## src/hdl/pmrq_pkg.sv

```systemverilog
// ----------------------------------------------------------------------------
// pmrq_pkg
// Shared types and constants of the priority match record queue.
// ----------------------------------------------------------------------------
package pmrq_pkg;

  localparam int DEPTH        = 64;
  localparam int PAYLOAD_BITS = 32;
  localparam int PRI_W        = 8;
  localparam int CMD_W        = 3;
  localparam int CNT_W        = $clog2(DEPTH + 1);
  localparam int GROUP        = 8;
  localparam int NGROUP       = (DEPTH + GROUP - 1) / GROUP;
  localparam int GRP_W        = $clog2(GROUP + 1);

  typedef logic [PAYLOAD_BITS-1:0] pay_t;
  typedef logic [PRI_W-1:0]        pri_t;
  typedef logic [CNT_W-1:0]        cnt_t;

  typedef enum logic [CMD_W-1:0] {
    CMD_INSERT = 3'd0,
    CMD_REMOVE = 3'd1,
    CMD_PEEK   = 3'd2,
    CMD_TAKE   = 3'd3,
    CMD_COUNT  = 3'd4
  } cmd_e;

  typedef enum logic [1:0] {
    STAT_DONE = 2'd0,
    STAT_MISS = 2'd1,
    STAT_FULL = 2'd2
  } status_e;

  typedef enum logic [1:0] {
    ST_IDLE,
    ST_SCAN,
    ST_EXEC
  } state_e;

  typedef enum logic [1:0] {
    CELL_HOLD,
    CELL_PUSH,
    CELL_PULL_ALL,
    CELL_PULL_TAIL
  } cell_op_e;

  typedef struct packed {
    pri_t pri;
    pay_t pay;
  } entry_t;

  typedef struct packed {
    logic     capture;
    logic     scan;
    cell_op_e op;
    pri_t     pri;
  } cell_ctrl_t;

endpackage

```

## src/hdl/pmrq_cell.sv

```systemverilog
// ----------------------------------------------------------------------------
// pmrq_cell
// One list position: holds a record, compares it and shifts with neighbours.
// ----------------------------------------------------------------------------
module pmrq_cell
  import pmrq_pkg::*;
(
  input  logic       clk_i,
  input  logic       rst_ni,
  input  cell_ctrl_t ctrl_i,
  input  logic       valid_i,
  input  entry_t     left_i,
  input  entry_t     right_i,
  input  logic       ahead_i,
  output logic       ahead_o,
  output logic       match_o,
  output logic       first_o,
  output entry_t     entry_o
);

  entry_t entry_q;
  logic   match_q, first_q, after_q;

  // a hit somewhere in front of this cell, or here
  assign ahead_o = ahead_i | match_q;
  assign match_o = match_q;
  assign first_o = first_q;
  assign entry_o = entry_q;

  always_ff @(posedge clk_i or negedge rst_ni) begin
    if (!rst_ni) begin
      match_q <= 1'b0;
      first_q <= 1'b0;
      after_q <= 1'b0;
    end else begin
      if (ctrl_i.capture) begin
        match_q <= valid_i && (entry_q.pri == ctrl_i.pri);
      end
      if (ctrl_i.scan) begin
        first_q <= match_q & ~ahead_i;
        after_q <= match_q | ahead_i;
      end
    end
  end

  always_ff @(posedge clk_i) begin
    unique case (ctrl_i.op)
      CELL_HOLD:      entry_q <= entry_q;
      CELL_PUSH:      entry_q <= left_i;
      CELL_PULL_ALL:  entry_q <= right_i;
      CELL_PULL_TAIL: if (after_q) entry_q <= right_i;
      default:        entry_q <= entry_q;
    endcase
  end

endmodule

```

## config.mk

```make
export PLATFORM = sky130hd
export DESIGN_NAME = pmrq_cell
export DESIGN_NICKNAME = d
export VERILOG_FILES = /design/src/hdl/pmrq_pkg.sv /design/src/hdl/pmrq_cell.sv
export SDC_FILE = /design/constraint.sdc
export NUM_CORES = 1
export LEC_CHECK = 0
export BUFFER_PORTS_ARGS = -buffer_cell sky130_fd_sc_hd__buf_2
export CORE_ASPECT_RATIO = 1.75
export CORE_MARGIN = 3
export CORE_UTILIZATION = 35
export DETAILED_ROUTE_END_ITERATION = 16
export PLACE_DENSITY = 0.71
export SETUP_SLACK_MARGIN = 0.5
export SLEW_MARGIN = 20
export SYNTH_ARGS = -nofsm -noshare
export SYNTH_HDL_FRONTEND = slang
export SYNTH_SLANG_ARGS = --single-unit
```

## constraint.sdc

```tcl
create_clock -name clk_i -period 2.6 [get_ports clk_i]
set_input_delay 0.78 -clock clk_i [delete_from_list [all_inputs] [get_ports clk_i]]
set_output_delay 0.78 -clock clk_i [all_outputs]
set_load 0.01 [all_outputs]
```

# Word-level counts from Yosys, hierarchy flattened
# Index checks and enable logic that the tools add are counted.
[classes]
n_addsub = 0
n_mul = 0
n_div = 0
magnitude_cmp = 0
n_eq_ne = 5
n_shift = 0
mux = 2
bitwise_logic = 4
reduce_logical = 3
[ops]
columns = ["operator", "n"]
rows = [
  ["40-bit one-hot mux with 3 select lines", 1],
  ["40-bit two-way mux", 1],
  ["8-bit == test", 1],
  ["2-bit == test (second input constant)", 2],
  ["2-bit by 1-bit == test with 1-bit output (second input constant)", 1],
  ["2-bit zero test", 1],
  ["2-bit != test (second input constant)", 1],
  ["1-bit inverter", 2],
  ["2-bit AND reduction", 1],
  ["1-bit AND", 1],
  ["1-bit logical AND", 1],
  ["1-bit OR", 1],
]
[word_totals]
register_bits = 43
latch_bits = 0
ramBits = 0
rom_bits = 0
input_bits = 96
out_inout_bits = 43
wordCells = 19
n_memories = 0

# Logic depth before layout (Yosys ltp)
[depth]
ltp_word = 3
ltp_mapped = 5

# Worst setup path before layout
# OpenSTA, ideal clock, no wires.
[synth_path]
kind = "input port to flip-flop"
startpoint = "input port ctrl_i[9] (netlist bit)"
endpoint = "register entry_q (netlist bit entry_o[0]) (enable)"
arrival_ns = 2.829
slack_ns = -0.667
path_stages = 5
path_buffers = 2
path_cell_list = "buf_6 > buf_12 > nand2_1 > nor2_1 > nor2_1"
[synth_between]
elab_chain_len = 3
[synth_rtl]
columns = ["element", "line_no", "rtl"]
rows = [
  ["from (decl)", "pmrq_cell.sv:10", "input cell_ctrl_t ctrl_i,"],
  ["2-bit == test / 2-bit zero test (equally long branches)", "pmrq_cell.sv:47", "unique case (ctrl_i.op)"],
  ["2-bit != test (no source line) / 1-bit inverter (equally long branches)", "-", ""],
  ["2-bit AND reduction (no source line) *", "-", ""],
  ["to (signal assigned)", "pmrq_cell.sv:48", "CELL_HOLD: entry_q <= entry_q;"],
  ["to (signal assigned)", "pmrq_cell.sv:49", "CELL_PUSH: entry_q <= left_i;"],
  ["to (signal assigned)", "pmrq_cell.sv:50", "CELL_PULL_ALL: entry_q <= right_i;"],
  ["to (decl)", "pmrq_cell.sv:21", "entry_t entry_q;"],
]
# Mark *: on every way between the ends. The rest lies on a longest branch, timed or not.
# A chain may end at the register's enable or synchronous reset.

# Worst setup path after layout
[layout_path]
startpoint = "input port ahead_i"
endpoint = "output port ahead_o"
[layout_between]
elab_chain_len = 1
[layout_rtl]
columns = ["element", "line_no", "rtl"]
rows = [
  ["from (decl)", "pmrq_cell.sv:14", "input logic ahead_i,"],
  ["1-bit OR", "pmrq_cell.sv:25", "assign ahead_o = ahead_i | match_q;"],
  ["to (decl)", "pmrq_cell.sv:15", "output logic ahead_o,"],
]
# Every way passes these cells.

==> reports/metrics.yaml <==
run_status:
  status: "finished clean"
placement:
  globalplace.congestion: 0.706
  dp_cells: 324
  port_buffers: 138
  place_area_mm2: 0.00286
  hpwlAfterDp_um: 4080
sta:
  rsz0062_at_grt: "no"
  finClkSkew_ps: 2.96
  timing.fmax_mhz: 494
  tightest_slew_ps: 317
  post-route-period-util: 0.779
  setup_viol_count_final: 0
  hold_viol: 0
  tns_ps: 0
  min_period_ps: 2020
  slew_violations: 0
  whs_ps: 272
  relSlewSlack: 0.789
clock_tree:
  path_clk_slew_ps: 80
  clockRootBuffer: "clkbuf_8"
  h-tree-depth: 2
  clock_sinks: 43
  cts_tree: "done"
  hold_buffers: 0
  insertion_delay_ps: 290
  postCtsSetupRepairBufs: 0
  post_cts_resized: 0
  clock_path_buffers: 2
  cts_buffers: 5
synthesis:
  post-synth-top-count-cell: "edfxtp_1"
  synthMuxAreaShare: 0.287
  synth_edf_count: 40
  synth-seq-area-share: 0.605
  yosysTopAreaCell: "edfxtp_1"
  synth_cells: 110
  ys_ff_latch: 43
  synth_compound_area_frac: 0.00653
  yosysTopAreaCellShare: 0.570
  synthSimpleGateAreaFrac: 0.0214
  synth_area_mm2: 0.00211
  synth_common_cells: "edfxtp_1 (40), mux2_4 (38), xnor2_1 (8)"
  synth_ff_type: "edfxtp_1"
  synth_fa_ha_area_frac: 0
  synth_top_family_by_area: "multiplexers"
  ys_top_cells_by_area: "edfxtp_1 (57%), mux2_4 (27%), buf_12 (3.8%)"
  synthXorXnorAreaFrac: 0.0332
  synthArstFlopShare: 0.0698
  syn_avg_cell_area_um2: 19.2
  yosysWarnings: 0
  syn_nets: 206
  yosysUniqueCellTypes: 16
drt:
  vias: 1436
  ant_nets: 0
  first_pass_iters: 4
  vias_per_cell: 4.33
  drt-total-wl_um: 4870
  wire_per_inst_um: 14.7
  drtIter0Drc: 27
  drc_errors: 0
die:
  die_w_um: 64.7
  core_area_mm2: 0.00572
  start_util: 0.369
  rows: 36
  die-area_mm2: 0.00703
  die_height_um: 109
  ios: 139
critical_path:
  critPathCaptureType: "output pin"
  rr_worst_depth: 3
  start_kind: "input port"
  required_ps: 1820
  cp_max_fo: 2
  critPathKind: "in -> out"
  critPathArrivalTime_ps: 1240
grt:
  grt_pass1_vias: 1434
  grt_antenna_before_repair: 0
  grt_pass1_wl_um: 6810
  grt_max_degree: 26
  track_usage: 0.131
  grt_overflow: 0
layout:
  fin_cells: 332
  drive_above_1_share: 0.758
  fin_area_mm2: 0.00297
  num_antenna_cells: 0
  fillers: 522
  layout.nets: 351
  syn2layout_area_growth_pct: 40.7
  fin_util: 0.518
worst_hold_path:
  hold_path.class: "in -> async"
power:
  power_density_mw_per_mm2: 564
  power_leakage_nw: 1.43
  vdd_drop_max_mv: 0.369
run:
  max_cap_viol_count: 0
placed cells by master (no fill, tap or decap):
cell and n:
xnor2_1 8, buf_4 5, nor2_2 1, mux2_4 38, nand3b_1 1, nor2_1 1, o21ai_0 1, edfxtp_1 40
clkinv_1 1, inv_1 2, nor2_4 1, mux2_2 3, o32ai_1 1, clkinv_2 1, nand2_4 1, dfrtp_1 3
bufinv_16 1, nand3_1 2, or2_1 1, clkbuf_8 5, buf_2 138, nand4_1 1
critical path: stages:
cell and delay [ps]:
buf_2 100, or2_1 220, buf_2 140
cells by family (layout without fill, tap and decap cells):
logic type | after synthesis | in the layout
buffers and inverters | 7 | 153
xor gates and xnor gates | 8 | 8
muxes | 41 | 41
DFF | 43 | 43
and+or+nand+nor | 9 | 9
AOI/OAI and AO/OA | 2 | 2
flip-flops by register name, summed over array words and instances, names as in the netlist:
name / count
entry_o: 40
after_q: 1
first_o: 1
match_o: 1
through the flow:
stage / power [mW] / setup WS [ps]
after global routing: 1.75 / 569
after global placement: 1.19 / 586
after CTS: 1.70 / 576
after floorplan: 1.05 / 472
after detailed placement: 1.20 / 541
final: 1.67 / 576
final cells by class:
cell class / count / area [µm²] / share of cell area
sequential: 43 / 1280 / 0.430
multi-input combinational: 60 / 751 / 0.253
timing repair buffer: 143 / 728 / 0.246
tap: 76 / 95.1 / 0.0321
clock buffer: 5 / 68.8 / 0.0232
clock inverter: 3 / 38.8 / 0.0131
inverter: 2 / 7.51 / 0.00253
final timing paths:
path                       slack [ps]     endpoint  startpoint
max                               580      ahead_o     ahead_i
min                               270      first_o      rst_ni
max reg2reg                      1430  entry_o[15]     after_q
min reg2reg                       540      first_o     first_o
max in group asynchronous        2230      match_o      rst_ni
min in group clk_i                540      first_o     first_o
layer usage:
metal  vias to the layer above  GRT usage  part of all wire
met5                         -          0                 0
met4                         0     0.0560             0.017
met3                         6     0.0320             0.067
met2                        72      0.258              0.59
met1                       653      0.126              0.33
li1                        705          -                 -
where the power goes:
group	switching, mW	internal, mW	leakage, nW
sequential	0.0204	0.835	0.442
combinational	0.137	0.182	0.934
clock	0.218	0.281	0.0556
Note: power is estimated with default switching activity, not from simulation.
