`config.mk`:
```
export PLATFORM = sky130hd
export DESIGN_NAME = pmrq_tally
export DESIGN_NICKNAME = d
export VERILOG_FILES = /design/src/hdl/pmrq_pkg.sv /design/src/hdl/pmrq_tally.sv
export SDC_FILE = /design/constraint.sdc
export NUM_CORES = 1
export LEC_CHECK = 0
export ABC_AREA = 1
export BUFFER_PORTS_ARGS = -buffer_cell sky130_fd_sc_hd__buf_4
export CAP_MARGIN = 20
export CORE_ASPECT_RATIO = 0.75
export CORE_MARGIN = 5
export CORE_UTILIZATION = 45
export CTS_CLUSTER_SIZE = 8
export DETAILED_ROUTE_END_ITERATION = 6
export GPL_TIMING_DRIVEN = 0
export PLACE_DENSITY_LB_ADDON = 0.2
export SETUP_SLACK_MARGIN = 0.1
export SLEW_MARGIN = 0
export SYNTH_ARGS = -nofsm -noshare
export SYNTH_HDL_FRONTEND = slang
export SYNTH_SLANG_ARGS = --single-unit
```
`constraint.sdc`:
```
create_clock -name clk_i -period 6.6 [get_ports clk_i]
set_input_delay 0.99 -clock clk_i [delete_from_list [all_inputs] [get_ports clk_i]]
set_output_delay 0.99 -clock clk_i [all_outputs]
set_load 0.02 [all_outputs]
```
`src/hdl/pmrq_pkg.sv`:
```
// ----------------------------------------------------------------------------
// pmrq_pkg
// Shared types and constants of the priority match record queue.
// ----------------------------------------------------------------------------
package pmrq_pkg;

  localparam int DEPTH        = 64;
  localparam int PAYLOAD_BITS = 32;
  localparam int PRI_W        = 8;
  localparam int CMD_W        = 3;
  localparam int CNT_W        = $clog2(DEPTH + 1);
  localparam int GROUP        = 8;
  localparam int NGROUP       = (DEPTH + GROUP - 1) / GROUP;
  localparam int GRP_W        = $clog2(GROUP + 1);

  typedef logic [PAYLOAD_BITS-1:0] pay_t;
  typedef logic [PRI_W-1:0]        pri_t;
  typedef logic [CNT_W-1:0]        cnt_t;

  typedef enum logic [CMD_W-1:0] {
    CMD_INSERT = 3'd0,
    CMD_REMOVE = 3'd1,
    CMD_PEEK   = 3'd2,
    CMD_TAKE   = 3'd3,
    CMD_COUNT  = 3'd4
  } cmd_e;

  typedef enum logic [1:0] {
    STAT_DONE = 2'd0,
    STAT_MISS = 2'd1,
    STAT_FULL = 2'd2
  } status_e;

  typedef enum logic [1:0] {
    ST_IDLE,
    ST_SCAN,
    ST_EXEC
  } state_e;

  typedef enum logic [1:0] {
    CELL_HOLD,
    CELL_PUSH,
    CELL_PULL_ALL,
    CELL_PULL_TAIL
  } cell_op_e;

  typedef struct packed {
    pri_t pri;
    pay_t pay;
  } entry_t;

  typedef struct packed {
    logic     capture;
    logic     scan;
    cell_op_e op;
    pri_t     pri;
  } cell_ctrl_t;

endpackage

```
`src/hdl/pmrq_tally.sv`:
```
// ----------------------------------------------------------------------------
// pmrq_tally
// Counts match flags: per-group counts registered, then summed.
// ----------------------------------------------------------------------------
module pmrq_tally
  import pmrq_pkg::*;
(
  input  logic             clk_i,
  input  logic             rst_ni,
  input  logic             scan_i,
  input  logic [DEPTH-1:0] match_i,
  output cnt_t             count_o
);

  logic [GRP_W-1:0] grp_d [NGROUP];
  logic [GRP_W-1:0] grp_q [NGROUP];

  always_comb begin
    for (int g = 0; g < NGROUP; g++) begin
      grp_d[g] = '0;
      for (int b = 0; b < GROUP; b++) begin
        if (g * GROUP + b < DEPTH) begin
          grp_d[g] = grp_d[g] + GRP_W'(match_i[g * GROUP + b]);
        end
      end
    end
  end

  always_ff @(posedge clk_i or negedge rst_ni) begin
    if (!rst_ni) begin
      for (int g = 0; g < NGROUP; g++) grp_q[g] <= '0;
    end else if (scan_i) begin
      for (int g = 0; g < NGROUP; g++) grp_q[g] <= grp_d[g];
    end
  end

  always_comb begin
    count_o = '0;
    for (int g = 0; g < NGROUP; g++) begin
      count_o = count_o + CNT_W'(grp_q[g]);
    end
  end

endmodule
```
## Word level (Yosys, flattened, before mapping)

Cells that the tools add are included.

- Register bits after elaboration: 32
- Input port bits: 67
- Output and inout port bits: 7
- Logic and storage cells: 71

- Add/sub/neg operators: 63

Operators with widths:

| kind | count |
|---|---|
| 4-bit by 1-bit adder with 4-bit output | 32 |
| 3-bit by 1-bit adder with 4-bit output | 8 |
| 7-bit by 4-bit adder with 7-bit output | 4 |
| 2-bit by 1-bit adder with 3-bit output | 8 |
| 1-bit by 1-bit adder with 2-bit output | 8 |
| 6-bit by 4-bit adder with 7-bit output | 1 |
| 5-bit by 4-bit adder with 6-bit output | 1 |
| 4-bit by 4-bit adder with 5-bit output | 1 |

## Longest topological paths before layout

Gate-level depths: netlist of the first run.

- Depth in word-level cells: 7
- Gate-level depth with buffers: 13
- Gate-level depth less buffers: 13

## Worst setup path after synthesis of the first run

Ideal clock, no wire load.

- Path type: reg-to-output
- Start: reg grp_q[2] (netlist name)
- End: out count_o[6]
- Arrival: 3.637 ns
- Data required time: 5.610 ns
- Setup slack: 1.973 ns
- Cell stages (with the launch flop): 13
- Path through: dfrtp_1 -> inv_1 -> fa_1 -> inv_1 -> fa_1 -> fa_1 -> inv_1 -> fa_1 -> inv_1 -> ha_1 -> inv_1 -> fa_1 -> o21ai_0

- Longest elaborated chain between the ends: 1

RTL lines:

| item | line | text |
|---|---|---|
| start, declared | pmrq_tally.sv:16 | `logic [GRP_W-1:0] grp_q [NGROUP];` |
| 7-bit by 4-bit adder with 7-bit output | pmrq_tally.sv:40 | `count_o = count_o + CNT_W'(grp_q[g]);` |
| end, declared | pmrq_tally.sv:12 | `output cnt_t count_o` |

No other way between the ends.

## Worst setup path in the final report of the first run

Ends and elaborated chain as after synthesis.

==> results of run 1 <==
## path summary, 6_finish.rpt
path | startpoint | to | cells past startpoint
max in group asynchronous | rst_ni | grp_q[19] | 1
hold / removal | grp_q[8] | grp_q[8] | 2
hold reg to reg | grp_q[8] | grp_q[8] | 2
min in group asynchronous | rst_ni | grp_q[12] | 1
setup reg to reg | grp_q[30] | grp_q[30] | 2
setup / recovery | grp_q[2] | count_o[6] | 13
## kinds of logic after synthesis
kind of cell,after synthesis
fa+ha+maj,86
compound gates,37
xor+xnor,2
simple gates,75
buf+inv,144
flops,32
## worst register-to-register path, cell delays in order (launching register included)
cell and delay (ps):
sky130_fd_sc_hd__dfrtp_1 360, sky130_fd_sc_hd__inv_1 110, sky130_fd_sc_hd__o21ai_0 100
## layout make-up
type | instances | area (um2)
Fill cell | 702 | 3170
Multi-Input combinational cell | 200 | 1990
Sequential cell | 32 | 801
Timing Repair Buffer | 73 | 548
Inverter | 138 | 518
Tap cell | 101 | 126
Clock buffer | 7 | 96.3
Buffer | 6 | 48.8
## metal layers
metal,track usage (%),vias up,wire (um)
met5,0,-,0
met4,2.04,0,14
met3,4.00,2,425
met2,27.4,54,3410
met1,20.4,1145,2720
li1,-,1225,-
## metrics by stage
step                utilization, %  cells
finish                        56.5    557
global route                  56.5    557
CTS                           56.5    557
detailed placement            55.2    550
global placement              55.2    550
floorplan                        -    376
## placed cells by master, fill, tap and decap left out
cell                         n
sky130_fd_sc_hd__inv_1     137
sky130_fd_sc_hd__buf_4      73
sky130_fd_sc_hd__nand2_1    64
sky130_fd_sc_hd__fa_1       55
sky130_fd_sc_hd__dfrtp_1    32
sky130_fd_sc_hd__ha_1       31
sky130_fd_sc_hd__o21ai_0    15
sky130_fd_sc_hd__o21ai_1    12
sky130_fd_sc_hd__a21oi_1    10
sky130_fd_sc_hd__nand3_1    10
sky130_fd_sc_hd__clkbuf_8    7
sky130_fd_sc_hd__buf_6       3
sky130_fd_sc_hd__buf_2       3
sky130_fd_sc_hd__xnor2_1     2
sky130_fd_sc_hd__nor2_1      1
sky130_fd_sc_hd__inv_2       1
==> run summary, run 1 <==
Worst-margin pin slew: 424 ps. The post-synthesis async set-or-reset flop share is 100%. Of the total synthesized cell area, the portion taken by XOR and XNOR cells is 0.522%.

The run finished with clean final reports. After floorplanning, the core was sized to cover 0.00730 mm2. The arrival time at the worst endpoint is 3870 ps, and the post-route clock skew is 0 ps. For the clock sink count, the log shows 32. The register with the most flip-flops in the final layout is grp_q.

The worst hold path belongs to the class reg -> reg. The shortest period the worst path allows is 4860 ps, and the synthesized-area fraction occupied by adder cells is 44.4%. TritonCTS built the clock tree.

Once routing completed, OpenROAD measured the worst setup slack at 1740 ps. Buffers added to address setup during post-CTS repair amount to 0. The detailed router placed 2426 vias in this run. After synthesis, the most frequently instantiated cells are sky130_fd_sc_hd__inv_1, sky130_fd_sc_hd__nand2_1, sky130_fd_sc_hd__fa_1.

The worst setup slack before clock tree synthesis was 2010 ps. The residual antenna-violating net count after detailed routing was 0. Derived from the worst setup path, the maximum achievable clock frequency is 0.206 GHz. The clock reaches the later pin of the worst-skew pair after 280 ps. The die is 110 um wide.

Among all cell types in the netlist, the one instantiated most often is sky130_fd_sc_hd__inv_1. During placement, the flow inserted port buffers numbering 73. The full die area was 0.00930 mm2. Setup violations remaining at the end of the flow were counted as 0. For this run the aggregate overflow at the end of global routing stands at 0.

The floorplan step set the die height to 84.8 um. After the first detailed-routing iteration, the DRC count stood at 63. The count of pins on the block boundary came out at 74. The tools report the final cell area excluding filler cells as 0.00412 mm2. The synthesized netlist cell count came out at 376. The all-layer global routing usage was 15.8%.

The quantity of gates resized following cts was 0; the number of nets in the synthesized netlist was 529. Adding up every negative setup slack in the final design gives 0 ps. The logs give 27 for the floorplan row count and 0 for the final hold violation count. The number of slew-limit violations in the final report was 0. In this run the number of H-tree levels came out at 2. The critical path in this run is classified as reg -> out. Entering global routing, the biggest net connects 33 pins. The worst pin sits at a relative slew slack of 71.7%.

Routability-driven placement finished with a final weighted congestion of 0.795. The mux cell area share after synthesis is 0%, and the initial antenna violation count is 0. The first global-routing pass estimated 11600 um of wire. Each instance of the synthesized netlist takes up on average 8.92 um2. For this run, the register share of the synthesized area comes to 23.9%. HPWL after detailed placement: 5700 um. The type of element launching the critical path is a flop.

Dividing the final minimum period by the clock period gives 73.6%. Of all nets on the critical path, the largest fanout is 3. The register with the most flip-flops in the layout has 32 of them. After synthesis, the largest family of logic cells by area is adder cells. After synthesis, the largest area contributor takes up 32.8% of total cell area. Counting distinct cell types in the post-synthesis netlist gives 14.

The length of the first detailed-routing pass in iterations was 4. No sink is reached through more buffers than the 2 on the longest clock path. The relative area change from synthesis to final layout works out to 23.0%. In the synthesized netlist the dominant register cell turns out to be sky130_fd_sc_hd__dfrtp_1. Kind of end point of the critical path: a primary output.

The routed design has 6570 um of wire. For the worst setup path, the data required time is 5610 ps. The tools report the CTS root buffer as sky130_fd_sc_hd__clkbuf_8.

Setup repair after global routing left no endpoint under its margin. The number of synthesized flops with an enable pin is 0. Walking the worst path, the cells encountered are inv_1 > fa_1 > inv_1 > fa_1 > fa_1 > inv_1 > fa_1 > inv_1 > ha_1 > inv_1 > fa_1 > o21ai_0 > buf_4.

For flop-to-flop paths, the worst setup slack is 5920 ps. The tightest hold margin was 500 ps; the total of flip-flops plus latches after synthesis was 32. Routed wirelength normalized by instance count: 11.8 um.

The post-synthesis share of cell area spent on and, or, nand and nor gates works out to 8.77%. The largest registers in the layout are grp_q: 32 flops. Clock-pin slew was measured on the worst setup and hold paths at 70 ps.

The gate family responsible for the most delay along the worst path is adder cells. In the final design database the tool counted 609 nets. In the routed layout, each cell is associated on average with a via count of 4.36. The synthesized design spends more area on one cell type than any other, namely sky130_fd_sc_hd__fa_1. The number of buffers and inverters on the critical path is 6.

The DRC violations left came out at 0. Once placement finished, the instance area stood at 0.00403 mm2. The tools report the post-synthesis instance area as 0.00335 mm2. The initial standard-cell utilization of the core came out at 46.0%.

The number of buffers added to fix hold violations after cts is 0, and the total inserted antenna cells is 0. Of the cells placed in the final design, the portion with a size suffix greater than 1 is 19.1%. The tools report the number of warnings printed during yosys synthesis as 0.

Sorting the synthesized cells by area gives the leading types as sky130_fd_sc_hd__fa_1, sky130_fd_sc_hd__dfrtp_1, sky130_fd_sc_hd__inv_1. Slowest cell on the critical path: sky130_fd_sc_hd__fa_1. The via count of the first global-routing pass is 2654. The fraction of the mapped netlist area in compound gates was 5.52%. The run gives 5 as the number of buffers added by the clock tree synthesis step. The tool flagged a number of max-cap violations equal to 0. Maximum single-stage delay on the critical path: 550 ps.
Power of run 1 is not shown: default switching activity piles up to over one toggle a cycle in this logic, so the estimate is an artifact.
==> run 2: changes to the inputs <==
==> constraint.sdc (replaced) <==
create_clock -name clk_i -period 4 [get_ports clk_i]
set_input_delay 0.6 -clock clk_i [delete_from_list [all_inputs] [get_ports clk_i]]
set_output_delay 0.6 -clock clk_i [all_outputs]
set_load 0.02 [all_outputs]
==> run summary, run 2 (same netlist as run 1, synthesis figures left out) <==
The count of buffering cells on the critical path with inverters included was 6 (unchanged); the vertical extent of the die was 84.8 um (unchanged). The number of cells traversed by the worst register-to-register path was 4 (was 2). The run gives 0 ps (unchanged) as the post-route clock skew.

The logs give 0 (unchanged) for the initial antenna violation count and 0 (unchanged) for the total global routing overflow. Kind of end point of the critical path: a primary output (unchanged). The tools report the DRC violations left as 0 (unchanged). Number of buffers added to fix hold violations after cts: 0 (unchanged). The share of cells above drive strength 1 was 24.8% (was 19.1%); the count of pins on the block boundary was 74 (unchanged).

The routed design could run at a clock period as short as 4260 ps. Die span in x: 110 um (unchanged). The via density per instance came out at 4.52 (was 4.36). The residual antenna-violating net count after detailed routing came out at 0 (unchanged). The type of the worst min-delay path was in -> async (was reg -> reg). The arrival time at the worst endpoint was 3660 ps (was 3870 ps). Derived from the worst setup path, the maximum achievable clock frequency is 0.235 GHz. Sequence of cells on the critical path: inv_2 > fa_1 > inv_2 > fa_2 > fa_1 > inv_1 > fa_1 > inv_2 > ha_4 > inv_2 > fa_2 > xnor2_4 > buf_6 (was inv_1 > fa_1 > inv_1 > fa_1 > fa_1 > inv_1 > fa_1 > inv_1 > ha_1 > inv_1 > fa_1 > o21ai_0 > buf_4).

Setup repair after global routing could not meet its margin everywhere. The final reports fail on negative setup slack. TritonCTS built the clock tree. The run gives 2 (unchanged) as the maximum level of the CTS H-tree. Leading cell type in the layout, fill and taps excluded: sky130_fd_sc_hd__inv_1 (unchanged).

The initial standard-cell utilization of the core is 46.0% (unchanged). The relative area change from synthesis to final layout is 26.3% (was 23.0%). The run gives 0 (unchanged) as the total inserted antenna cells.

Routed wirelength normalized by instance count: 12.9 um (was 11.8 um). The startpoint-to-endpoint class of the critical path is reg -> out (unchanged). The clock insertion delay at the later pin of the skew report is 280 ps (about the same), and the worst relative slew slack is 71.3% (was 71.7%). The largest fanout on the critical path works out to 2 (was 3). The full die area came out at 0.00930 mm2 (unchanged). The logs give 0 (unchanged) for the number of max-cap violations and 17.4% (was 15.8%) for the all-layer global routing usage. The clock transition time at the flip-flop clock pins of the worst setup and hold paths is 70 ps (about the same), and the pin count of the biggest net entering global routing is 33 (unchanged). For the maximum buffer depth of the clock tree, the log shows 2 (unchanged). Registers with the most flip-flops: grp_q: 32 flops (unchanged).

The number of slew-limit violations in the final report came out at 0 (unchanged). The worst-margin pin slew was 431 ps (was 424 ps). The maximum single-stage delay on the critical path is 570 ps (was 550 ps).

The clock sink count is 32 (unchanged), and the smallest setup slack after layout is -263 ps (was 1740 ps). The setup TNS after final layout was -933 ps (was 0 ps). The run gives 0.854 (was 0.795) as the final weighted congestion in routability-driven placement. Initial detailed-routing violation count: 54 (was 63). The tools report the HPWL after detailed placement as 5920 um (was 5700 um). Leading cell types in the layout, fill and taps excluded: sky130_fd_sc_hd__inv_1, sky130_fd_sc_hd__buf_4, sky130_fd_sc_hd__nand2_1 (unchanged).

The tools report the final-report setup violation count as 4 (was 0). The tools report the startpoint of the lowest-slack register-to-register path as grp_q[14] (was grp_q[30]). The type of element launching the critical path is a flop (unchanged).

The run gives 2533 (was 2426) as the total via count after detailed routing. The tools report the area of the placeable core as 0.00730 mm2 (unchanged). The most numerous cell type found on the critical path is sky130_fd_sc_hd__inv_2. The required time of the worst setup path was 3400 ps (was 5610 ps). The setup slack of the most critical reg-to-reg path was 3190 ps (was 5920 ps); the floorplan row count was 27 (unchanged). The logs give 691 (was 702) for the fill cell instance count of the final layout and 4 (unchanged) for the length of the first detailed-routing pass in iterations.

For the number of buffers added by the clock tree synthesis step, the log shows 5 (unchanged). Endpoint of the most critical register-to-register path: grp_q[14] (was grp_q[30]). The register ranked first by flip-flop count was grp_q (unchanged). The tools report the net total in the final layout as 613 (was 609). Slowest cell on the critical path: sky130_fd_sc_hd__fa_2 (was sky130_fd_sc_hd__fa_1). The number of port buffers was 73 (unchanged); the final hold violation count was 0 (unchanged). Of the available clock period, the critical path in the final layout requires 107%. CTS root buffer: sky130_fd_sc_hd__clkbuf_8 (unchanged). For the via count of the first global-routing pass, the log shows 2911 (was 2654). The run finished, with violations left. The number of flip-flops under the largest register name was 32 (unchanged); the wire length reported by the detailed router was 7220 um (was 6570 um).

The gate family responsible for the most delay along the worst path is adder cells (unchanged). First-pass GRT wire length: 12700 um (was 11600 um).
run 2: cell count changes in the layout (fill, tap and decap cells not counted), moves of 2 or more:
cell                       before  now
sky130_fd_sc_hd__buf_6          3    7
sky130_fd_sc_hd__ha_4           0    3
sky130_fd_sc_hd__fa_1          55   51
sky130_fd_sc_hd__inv_2          1   14
sky130_fd_sc_hd__ha_1          31   28
sky130_fd_sc_hd__inv_1        137  124
sky130_fd_sc_hd__clkbuf_8       7    5
sky130_fd_sc_hd__fa_2           0    4
run 2: worst register-to-register path: stages, from the launching register on:
cell and delay, ps:
sky130_fd_sc_hd__dfrtp_1 330, sky130_fd_sc_hd__inv_2 40, sky130_fd_sc_hd__buf_4 120, sky130_fd_sc_hd__buf_4 120
sky130_fd_sc_hd__o21ai_1 120
run 2: worst max path at each step:
stage                   start  cells after the start         end
finish              grp_q[14]                     13  count_o[4]
global route        grp_q[14]                     13  count_o[4]
CTS                 grp_q[14]                     13  count_o[4]
detailed placement   grp_q[3]                     12  count_o[6]
global placement     grp_q[3]                     12  count_o[6]
floorplan            grp_q[3]                     12  count_o[5]
run 2: cell type report:
cell class	count	area [um2]	share of cell area [%]
clock buffer	6	72.6	1.71
inverter	138	518	12.2
buffer	6	48.8	1.15
multi-input combinational	200	2070	48.9
clock inverter	1	5.00	0.118
sequential	32	801	18.9
timing repair buffer	77	593	14.0
tap	101	126	2.98
run 2: layer usage:
layer | global-route usage [%] | share of wire [%]
met1 | 21.9 | 42
met2 | 30.8 | 52
met4 | 3.74 | 1.0
met3 | 3.69 | 4.8
met5 | 0 | 0
run 2: timing repair:
item | in CTS | in global routing
pin swaps | 9 | 10
resized for setup | 16 | 7
setup buffers | 2 | 2
endpoints found under the setup margin | 4 | 5
run 2: metrics by stage:
stage	util, %	setup slack, ps	std cells	hold WS, ps	cell area, um2
after global routing	58.0	-411	561	271	4230
after floorplan	-	124	376	304	3390
after global placement	55.7	-62.1	550	472	4060
final	58.0	-263	561	240	4230
after detailed placement	55.7	-108	550	472	4060
after CTS	57.7	-280	559	248	4210
Power of run 2 is left out for the same reason.
